`config.mk`:
```
export PLATFORM = sky130hd
export DESIGN_NAME = delimited_record_deframer_unit
export DESIGN_NICKNAME = d
export VERILOG_FILES = /design/src/rtl/core/drdf_pkg.sv /design/src/rtl/core/drdf_parser.sv /design/src/rtl/core/delimited_record_deframer_unit.sv
export SDC_FILE = /design/constraint.sdc
export NUM_CORES = 1
export LEC_CHECK = 0
export ABC_AREA = 1
export BUFFER_PORTS_ARGS = -buffer_cell sky130_fd_sc_hd__buf_4
export CORE_ASPECT_RATIO = 0.8
export CORE_MARGIN = 5
export CORE_UTILIZATION = 54
export CTS_CLUSTER_DIAMETER = 60
export CTS_CLUSTER_SIZE = 10
export DETAILED_ROUTE_END_ITERATION = 7
export PLACE_DENSITY_LB_ADDON = 0.08
export REMOVE_ABC_BUFFERS = 1
export SYNTH_ARGS = -nofsm -noshare
export SYNTH_HDL_FRONTEND = slang
export SYNTH_HIERARCHICAL = 1
export SYNTH_SLANG_ARGS = --single-unit
```
`constraint.sdc`:
```
create_clock -name clk -period 4.3 [get_ports clk]
set_input_delay 0.43 -clock clk [delete_from_list [all_inputs] [get_ports clk]]
set_output_delay 0.43 -clock clk [all_outputs]
set_load 0.01 [all_outputs]
```
`src/rtl/core/drdf_pkg.sv`:
```
package drdf_pkg;

  localparam int PAYLOAD_BYTES_DEF = 64;
  localparam int CFG_ADDR_W        = 5;
  localparam int CFG_DATA_W        = 32;
  localparam int OUT_TDATA_W       = 32;

  typedef enum logic [2:0] {
    PH_IDLE,
    PH_LEN,
    PH_UID,
    PH_FLAG,
    PH_SNAME,
    PH_NAME,
    PH_TAIL,
    PH_DISCARD
  } phase_t;

  typedef enum logic [1:0] {
    KIND_UID   = 2'd0,
    KIND_NAME  = 2'd1,
    KIND_FRAME = 2'd2
  } kind_t;

  typedef enum logic [1:0] {
    ST_OK    = 2'd0,
    ST_TRUNC = 2'd1,
    ST_OVER  = 2'd2
  } status_t;

  typedef enum logic [2:0] {
    REG_START_FRAME = 3'd0,
    REG_END_FRAME   = 3'd1,
    REG_START_NAME  = 3'd2,
    REG_END_NAME    = 3'd3,
    REG_TRUE        = 3'd4
  } reg_idx_t;

  typedef struct packed {
    logic [7:0] start_frame_code;
    logic [7:0] end_frame_code;
    logic [7:0] start_name_code;
    logic [7:0] end_name_code;
    logic [7:0] true_code;
  } codes_t;

  typedef struct packed {
    kind_t      kind;
    logic [7:0] data_byte;
    logic [5:0] position;
    logic       user_identified;
    logic [7:0] uid_length;
    status_t    frame_status;
  } result_t;

endpackage

```
`src/rtl/core/drdf_parser.sv`:
```
module drdf_parser #(
  parameter int PAYLOAD_BYTES = drdf_pkg::PAYLOAD_BYTES_DEF
) (
  input  logic             clk,
  input  logic             rst_n,
  input  logic             step,
  input  logic [7:0]       rx_byte,
  input  drdf_pkg::codes_t codes,
  output logic             res_valid,
  output drdf_pkg::result_t res
);

  localparam int CNT_W = $clog2(PAYLOAD_BYTES + 1);

  drdf_pkg::phase_t  phase_r, phase_nxt;
  logic [CNT_W-1:0]  count_r, count_nxt;
  logic [7:0]        uid_exp_r, uid_exp_nxt;
  logic [7:0]        idx_r, idx_nxt;
  logic              ident_r, ident_nxt;
  drdf_pkg::status_t status_r, status_nxt;

  always_ff @(posedge clk) begin
    if (!rst_n) begin
      phase_r   <= drdf_pkg::PH_IDLE;
      count_r   <= '0;
      uid_exp_r <= '0;
      idx_r     <= '0;
      ident_r   <= 1'b0;
      status_r  <= drdf_pkg::ST_OK;
    end else begin
      phase_r   <= phase_nxt;
      count_r   <= count_nxt;
      uid_exp_r <= uid_exp_nxt;
      idx_r     <= idx_nxt;
      ident_r   <= ident_nxt;
      status_r  <= status_nxt;
    end
  end

  always_comb begin
    phase_nxt           = phase_r;
    count_nxt           = count_r;
    uid_exp_nxt         = uid_exp_r;
    idx_nxt             = idx_r;
    ident_nxt           = ident_r;
    status_nxt          = status_r;
    res_valid           = 1'b0;
    res.kind            = drdf_pkg::KIND_UID;
    res.data_byte       = '0;
    res.position        = '0;
    res.user_identified = 1'b0;
    res.uid_length      = '0;
    res.frame_status    = drdf_pkg::ST_OK;
    if (step) begin
      if (phase_r == drdf_pkg::PH_IDLE) begin
        if (rx_byte == codes.start_frame_code) begin
          phase_nxt   = drdf_pkg::PH_LEN;
          count_nxt   = '0;
          uid_exp_nxt = '0;
          idx_nxt     = '0;
          ident_nxt   = 1'b0;
          status_nxt  = drdf_pkg::ST_TRUNC;
        end
      end else if (rx_byte == codes.end_frame_code) begin
        res_valid           = 1'b1;
        res.kind            = drdf_pkg::KIND_FRAME;
        res.user_identified = ident_r;
        res.uid_length      = uid_exp_r;
        res.frame_status    = status_r;
        phase_nxt           = drdf_pkg::PH_IDLE;
        count_nxt           = '0;
        idx_nxt             = '0;
      end else if (phase_r == drdf_pkg::PH_DISCARD) begin
        phase_nxt = drdf_pkg::PH_DISCARD;
      end else if (count_r >= CNT_W'(PAYLOAD_BYTES)) begin
        status_nxt = drdf_pkg::ST_OVER;
        phase_nxt  = drdf_pkg::PH_DISCARD;
      end else begin
        count_nxt = count_r + CNT_W'(1);
        case (phase_r)
          drdf_pkg::PH_LEN: begin
            uid_exp_nxt = rx_byte;
            idx_nxt     = '0;
            phase_nxt   = (rx_byte == 8'd0) ? drdf_pkg::PH_FLAG : drdf_pkg::PH_UID;
          end
          drdf_pkg::PH_UID: begin
            res_valid     = 1'b1;
            res.kind      = drdf_pkg::KIND_UID;
            res.data_byte = rx_byte;
            res.position  = idx_r[5:0];
            idx_nxt       = idx_r + 8'd1;
            if (idx_r + 8'd1 == uid_exp_r) begin
              phase_nxt = drdf_pkg::PH_FLAG;
            end
          end
          drdf_pkg::PH_FLAG: begin
            ident_nxt = (rx_byte == codes.true_code);
            phase_nxt = drdf_pkg::PH_SNAME;
          end
          drdf_pkg::PH_SNAME: begin
            idx_nxt   = '0;
            phase_nxt = (rx_byte == codes.start_name_code) ? drdf_pkg::PH_NAME
                                                           : drdf_pkg::PH_DISCARD;
          end
          drdf_pkg::PH_NAME: begin
            if (rx_byte == codes.end_name_code) begin
              status_nxt = drdf_pkg::ST_OK;
              phase_nxt  = drdf_pkg::PH_TAIL;
            end else begin
              res_valid     = 1'b1;
              res.kind      = drdf_pkg::KIND_NAME;
              res.data_byte = rx_byte;
              res.position  = idx_r[5:0];
              idx_nxt       = idx_r + 8'd1;
            end
          end
          default: begin
            phase_nxt = phase_r;
          end
        endcase
      end
    end
  end

endmodule

```
`src/rtl/core/delimited_record_deframer_unit.sv`:
```
// Channel  Direction  Payload
// in_      slave      rx_byte
// out_     master     tuser: kind; tdata: data_byte, position, user_identified,
//                     uid_length, frame_status
// cfg_     APB        five 8-bit code registers at 4*i
//
// One byte is taken per cycle unless the output stalls; byte and result are registered.
// Rate is set by the input register and the result register around the parser.
// Synchronous active-low reset returns the parser to idle and codes to defaults.
// A stalled output holds the result; the input register then holds one byte.
module delimited_record_deframer_unit #(
  parameter int PAYLOAD_BYTES = drdf_pkg::PAYLOAD_BYTES_DEF
) (
  input  logic                            clk,
  input  logic                            rst_n,
  input  logic                            in_tvalid,
  output logic                            in_tready,
  input  logic [7:0]                      in_tdata,   // [7:0] rx_byte
  output logic                            out_tvalid,
  input  logic                            out_tready,
  output logic [drdf_pkg::OUT_TDATA_W-1:0] out_tdata, // [7:0] data_byte, [13:8] position,
                                                      // [14] user_identified,
                                                      // [22:15] uid_length,
                                                      // [24:23] frame_status
  output logic [1:0]                      out_tuser,  // [1:0] kind
  input  logic                            cfg_psel,
  input  logic                            cfg_penable,
  input  logic                            cfg_pwrite,
  input  logic [drdf_pkg::CFG_ADDR_W-1:0] cfg_paddr,
  input  logic [drdf_pkg::CFG_DATA_W-1:0] cfg_pwdata,
  output logic [drdf_pkg::CFG_DATA_W-1:0] cfg_prdata,
  output logic                            cfg_pready
);

  drdf_pkg::codes_t  codes_r;
  drdf_pkg::reg_idx_t reg_idx;
  logic [7:0]        rd_byte;
  logic              cfg_wr;

  logic              in_valid_r;
  logic [7:0]        in_byte_r;
  logic              step;
  logic              res_valid;
  drdf_pkg::result_t res;
  logic              out_valid_r;
  drdf_pkg::result_t out_res_r;

  assign cfg_pready = 1'b1;
  assign cfg_wr     = cfg_psel && cfg_penable && cfg_pwrite && cfg_pready;
  assign reg_idx    = drdf_pkg::reg_idx_t'(cfg_paddr[4:2]);

  always_ff @(posedge clk) begin
    if (!rst_n) begin
      codes_r.start_frame_code <= 8'd1;
      codes_r.end_frame_code   <= 8'd4;
      codes_r.start_name_code  <= 8'd2;
      codes_r.end_name_code    <= 8'd3;
      codes_r.true_code        <= 8'd1;
    end else if (cfg_wr) begin
      case (reg_idx)
        drdf_pkg::REG_START_FRAME: codes_r.start_frame_code <= cfg_pwdata[7:0];
        drdf_pkg::REG_END_FRAME:   codes_r.end_frame_code   <= cfg_pwdata[7:0];
        drdf_pkg::REG_START_NAME:  codes_r.start_name_code  <= cfg_pwdata[7:0];
        drdf_pkg::REG_END_NAME:    codes_r.end_name_code    <= cfg_pwdata[7:0];
        drdf_pkg::REG_TRUE:        codes_r.true_code        <= cfg_pwdata[7:0];
        default: begin
        end
      endcase
    end
  end

  always_comb begin
    case (reg_idx)
      drdf_pkg::REG_START_FRAME: rd_byte = codes_r.start_frame_code;
      drdf_pkg::REG_END_FRAME:   rd_byte = codes_r.end_frame_code;
      drdf_pkg::REG_START_NAME:  rd_byte = codes_r.start_name_code;
      drdf_pkg::REG_END_NAME:    rd_byte = codes_r.end_name_code;
      drdf_pkg::REG_TRUE:        rd_byte = codes_r.true_code;
      default:                   rd_byte = 8'd0;
    endcase
  end

  assign cfg_prdata = {{(drdf_pkg::CFG_DATA_W-8){1'b0}}, rd_byte};

  assign step      = in_valid_r && (!out_valid_r || out_tready);
  assign in_tready = !in_valid_r || step;

  always_ff @(posedge clk) begin
    if (!rst_n) begin
      in_valid_r <= 1'b0;
    end else if (in_tvalid && in_tready) begin
      in_valid_r <= 1'b1;
    end else if (step) begin
      in_valid_r <= 1'b0;
    end
  end

  always_ff @(posedge clk) begin
    if (in_tvalid && in_tready) begin
      in_byte_r <= in_tdata;
    end
  end

  drdf_parser #(
    .PAYLOAD_BYTES(PAYLOAD_BYTES)
  ) u_parser (
    .clk       (clk),
    .rst_n     (rst_n),
    .step      (step),
    .rx_byte   (in_byte_r),
    .codes     (codes_r),
    .res_valid (res_valid),
    .res       (res)
  );

  always_ff @(posedge clk) begin
    if (!rst_n) begin
      out_valid_r <= 1'b0;
    end else if (step && res_valid) begin
      out_valid_r <= 1'b1;
    end else if (out_tready) begin
      out_valid_r <= 1'b0;
    end
  end

  always_ff @(posedge clk) begin
    if (step && res_valid) begin
      out_res_r <= res;
    end
  end

  assign out_tvalid = out_valid_r;
  assign out_tuser  = out_res_r.kind;
  assign out_tdata  = {{(drdf_pkg::OUT_TDATA_W-25){1'b0}},
                       out_res_r.frame_status,
                       out_res_r.uid_length,
                       out_res_r.user_identified,
                       out_res_r.position,
                       out_res_r.data_byte};

  a_frame_no_data: assert property (@(posedge clk) disable iff (!rst_n)
    out_tvalid && out_tuser == drdf_pkg::KIND_FRAME |-> out_tdata[13:0] == 14'd0)
    else $error("frame result carries data or position");

  a_byte_no_frame_info: assert property (@(posedge clk) disable iff (!rst_n)
    out_tvalid && out_tuser != drdf_pkg::KIND_FRAME |-> out_tdata[24:14] == 11'd0)
    else $error("byte result carries frame fields");

  a_held_byte_kept: assert property (@(posedge clk) disable iff (!rst_n)
    in_valid_r && !step |=> in_valid_r && $stable(in_byte_r))
    else $error("stalled input byte lost");

  a_no_result_while_stalled: assert property (@(posedge clk) disable iff (!rst_n)
    out_valid_r && !out_tready |=> out_valid_r && $stable(out_res_r))
    else $error("pending result overwritten");

endmodule
```
# After elaboration in Yosys (flattened, before gate mapping)
# Index checks and enable logic that the tools add are counted.
# word_totals
ff_bits	106
out_inout_bits	69
word_cells	143
# op_classes
add_sub_neg	2
magnitude_cmp	1
n_eq_ne	25
mux	57
bitwise_logic	2
reduce_logical	35
# ops
op	count
two-way mux 8 bit	11
== test 8 bit	6
one-hot mux 8 bit (5 select lines)	1
two-way mux 7 bit	5
two-way mux 16 bit	2
one-hot mux 16 bit (2 select lines)	1
one-hot mux 8 bit (3 select lines)	1
AND reduction 6 bit	4
two-way mux 3 bit	7
two-way mux 2 bit	9
two-way mux 1 bit	17
two-way mux 15 bit	1
one-hot mux 3 bit (5 select lines)	1
== test 3 x 2 -> 1 bit, second input constant	4
== test 3 bit, second input constant	4
!= test 6 x 1 -> 1 bit, second input constant	2
AND reduction 2 bit	5
nonzero test 9 bit	1
adder 8 x 1 -> 8 bit, second input constant	1
logical NOT 8 bit	1
nonzero test 2 bit	4
adder 7 x 1 -> 7 bit, second input constant	1
>= comparator 7 bit, second input constant	1
== test 3 x 1 -> 1 bit, second input constant	2
17 further kinds	30

# Depth between registers and ports, before layout
# depth
ltp_word	10
depth_mapped	16

# By module
# Netlist, hierarchy kept.
# modules_own_cells
module	instances	cells_per_inst	area_each_um2	seq_area_each_um2
delimited_record_deframer_unit	1	401	3518.4	1891.8
drdf_parser	1	459	2653.8	580.6

# Least setup slack after synthesis
# No wires, ideal clock.
# synth_path
path_type	flip-flop to flip-flop
start	register in_byte_r[3]
end	register out_res_r, in the netlist out_tdata[0], enable pin
t_arrival_ns	2.631
t_required_ns	3.889
setup_slack_ns	1.258
path_stages_with_launch	12
period_less_slack_ns	3.042
cell_sequence	edfxtp_1 inv_2 or2_0 nand4_1 nor2_1 nand2_2 nor2_1 inv_1 clkbuf_1 nand2_1 inv_1 nor2_1
# synth_between
elab_chain_len	9
word_cells_on_any_way	10
classes_between	eq/ne (2); mux (7); reduce/logical (1)
# synth_lines
element	line	rtl
start: declaration	delimited_record_deframer_unit.sv:41	logic [7:0] in_byte_r;
start signal: assignment	delimited_record_deframer_unit.sv:100	in_byte_r <= in_tdata;
== test 8 bit	drdf_parser.sv:106	if (rx_byte == codes.end_name_code) begin
two-way mux 1 bit	drdf_parser.sv:106	
one-hot mux 1 bit (2 select lines)	drdf_parser.sv:80	case (phase_r)
two-way mux 1 bit	drdf_parser.sv:75	end else if (count_r >= CNT_W'(PAYLOAD_BYTES)) begin
two-way mux 1 bit	drdf_parser.sv:73	end else if (phase_r == drdf_pkg::PH_DISCARD) begin
two-way mux 1 bit (*)	drdf_parser.sv:64	end else if (rx_byte == codes.end_frame_code) begin
two-way mux 1 bit (*)	drdf_parser.sv:55	if (phase_r == drdf_pkg::PH_IDLE) begin
two-way mux 1 bit (*)	drdf_parser.sv:54	if (step) begin
via res_valid	delimited_record_deframer_unit.sv:43	logic res_valid;
logical AND 1 bit (*)	delimited_record_deframer_unit.sv:127	if (step && res_valid) begin
end signal: assignment	delimited_record_deframer_unit.sv:128	out_res_r <= res;
end: declaration	delimited_record_deframer_unit.sv:46	drdf_pkg::result_t out_res_r;
# The timed path passes the listed nets; every way through them passes the cells marked *.
# A chain may end at the register's enable or synchronous reset.

# Worst setup path after layout
# layout_path
start	register in_byte_r[3]
end	register out_res_r, in the netlist out_tdata[13], enable pin
# The elaborated chain is that of the path after synthesis.

==> flow_metrics.tcl <==
set metrics [dict create \
    outcome "complete, no violations" \
    ys_seq_area_share_pct 40.06 \
    via_count 5564 \
    crit_required_ns 4.31 \
    coreArea_um2 11020 \
    grt_max_degree 64 \
    hold_path.class "in -> reg" \
    grt.total_usage_pct 23.37 \
    rows 34 \
    async_flop_share_pct 0 \
    port_buffers 62 \
    n_antenna_cell 0 \
    avgRoutedWirePerCell_um 14.98 \
    clk_path_buf_depth 2 \
    relSlewSlack_pct 46.15 \
    yosysWarnings 6 \
    antenna_found_initial 0 \
    place_congestion 0.9294 \
    ir_drop_mv 0.2789 \
    first_iter_violations 472 \
    post_cts_buffers 0 \
    netlist_top_cells_count "nand2_1 (224), nor2_1 (155), nand3_1 (87), dfxtp_1 (71), inv_1 (67)" \
    start_kind "register" \
    skew_ns 0.009145 \
    fin_crit_sh_pct 63.03 \
    worstPathArrival_ns 2.72 \
    synthCells 860 \
    die_w_um 129.5 \
    finalWirelength_mm 15.76 \
    setup_viol 0 \
    cts_buffers 9 \
    dp.final_hpwl_mm 11.39 \
    worst_pin_slew_ns 0.8068 \
    layout.nets 958 \
    htree_levels 3 \
    grt_pass1_vias 5165 \
    worst_path_largest_cell_delay_ns 0.56 \
    vias_per_cell 5.289 \
    synth_top_cell_by_area "dfxtp_1" \
    tritoncts "built" \
    clockRootBuffer "clkbuf_16" \
    clock_sinks 106 \
    worstPathMaxFanout 27 \
    path_clk_slew_ns 0.07 \
    worst_setup_path_end_kind "register" \
    synth_top_area_share_pct 23.03 \
    crit_buf_inv 4 \
    path_class "reg -> reg" \
    leakagePower_uw 0.002786 \
    ios 121 \
    hold_violations 0 \
    synthTopCellsByArea "dfxtp_1 (23%), edfxtp_1 (17%), nand2_1 (14%), nor2_1 (9.4%), nand3_1 (7.1%)" \
    dr.pass1.iters 5 \
    critical_path.slowest_cell "edfxtp_1" \
    clock_latency_ns 0.35 \
    timing.fmax_mhz 368.9 \
    cap_violations 0 \
    slew_viol_final 0 \
    ys_types 46 \
    cts_hold_buf 0 \
    path_delay_family "simple AND/OR/NAND/NOR gates" \
    avgSynthCellArea_um2 7.177 \
    final_util_pct 61.65 \
    multi_input_area_um2 3070 \
    regArea_um2 2472 \
    ant_nets 0 \
    grt_pass1_wl_mm 25.57 \
    area_growth_pct 10.05 \
    cts-resized-gates 0 \
    die-area_um2 13680 \
    die_y_um 105.6 \
    drc 0 \
    start_util_pct 56.02 \
    crit_chain "inv_2 > or2_0 > nand4_1 > nor2_1 > nand2_2 > nor2_1 > inv_1 > nand2_1 > inv_1 > nor2_2 > buf_4" \
    drive_gt1_share_pct 14.76 \
    min_period_ns 2.710 \
    fillers 1060 \
    ys_ff_latch 106 \
    setup_tns_ns 0 \
    gr-total-overflow 0 \
    synthMostInstantiatedCell "nand2_1" \
    netlist_area_um2 6172 \
    power.density_nw_per_um2 309.9 \
    synth_edf_count 35 \
    ys.flop_type "dfxtp_1" \
    rsz0062_at_grt "false" \
]
## registers in the layout (all words and copies together) (netlist names)
signal and flops:
u_parser/count_r 7, in_valid_r 1, u_parser/status_r 2, out_tvalid 1
codes_r 40, out_tuser 2, u_parser/idx_r 8, u_parser/ident_r 1
u_parser/phase_r 3, in_byte_r 8, out_tdata 25, u_parser/uid_exp_r 8
## cell usage in the layout (no fill, tap or decap), types with 5 or more instances in the layout
cell	instances
conb_1	32
inv_2	10
buf_4	63
nor2_2	11
xnor2_1	13
nor2_1	154
nand2_2	5
dfxtp_1	71
a21oi_1	12
xor2_1	11
or2_2	9
nor2_4	9
nand4_1	16
inv_1	67
o21ai_0	11
nand2_1	224
edfxtp_1	35
clkbuf_16	9
nor3_1	19
nand3_1	87
## metal layers
metal,part of all wire [%],GRT usage [%]
met1,46,34.34
met5,0,0
met2,42,34.36
met3,10,5.561
met4,1.3,6.602
## kinds of logic (layout without fill, tap and decap cells)
family                     count (synthesis)  after routing  synth area share (%)
DFF                                      106            106                 40.06
and+or+nand+nor                          550            550                 40.10
other                                      2             32                0.1217
xor gates and xnor gates                  24             24                 3.406
buffers and inverters                    140            158                 12.06
adders and majority gates                  3              3                0.6082
AOI/OAI and AO/OA                         35             35                 3.649
## path summary, 6_finish.rpt
path / startpoint / endpoint / slack (ns) / cells after the start
max reg2reg: in_byte_r[3] / out_tdata[13] / 1.59 / 11
min: in_tdata[6] / in_byte_r[6] / 0.25 / 1
min reg2reg: u_parser/status_r[0] / u_parser/status_r[0] / 0.46 / 2
max: in_byte_r[3] / out_tdata[13] / 1.59 / 11
## layout make-up
cell class / count / share of cell area (%)
timing repair buffer: 63 / 6.963
clock buffer: 12 / 3.629
multi-input combinational: 644 / 45.20
tap: 144 / 2.652
clock inverter: 4 / 0.7552
sequential: 106 / 36.40
inverter: 79 / 4.402
## metrics by stage
| stage | area, µm² | worst slack, ns | hold WS, ns | power [µW] | std cells |
|---|---|---|---|---|---|
| 2_1_floorplan | 5839 | 1.263 | 0.4391 | 1203 | 829 |
| 3_3_place_gp | 6495 | 1.506 | 0.4522 | 1279 | 1036 |
| 3_5_place_dp | 6495 | 1.437 | 0.4555 | 1284 | 1036 |
| 4_1_cts | 6793 | 1.600 | 0.2434 | 2111 | 1052 |
| 5_1_grt | 6793 | 1.355 | 0.2346 | 2178 | 1052 |
| 6_report | 6793 | 1.590 | 0.2531 | 2105 | 1052 |
## report_power, final
| part | switching [µW] | internal (µW) | leakage, µW | total (µW) |
|---|---|---|---|---|
| Combinational | 130 | 64.8 | 0.00181 | 195 |
| Clock | 370 | 469 | 0.000139 | 839 |
| Sequential | 28.4 | 1040 | 0.000840 | 1070 |
| Total | 529 | 1580 | 0.00279 | 2110 |
(Power assumes the default switching activity.)
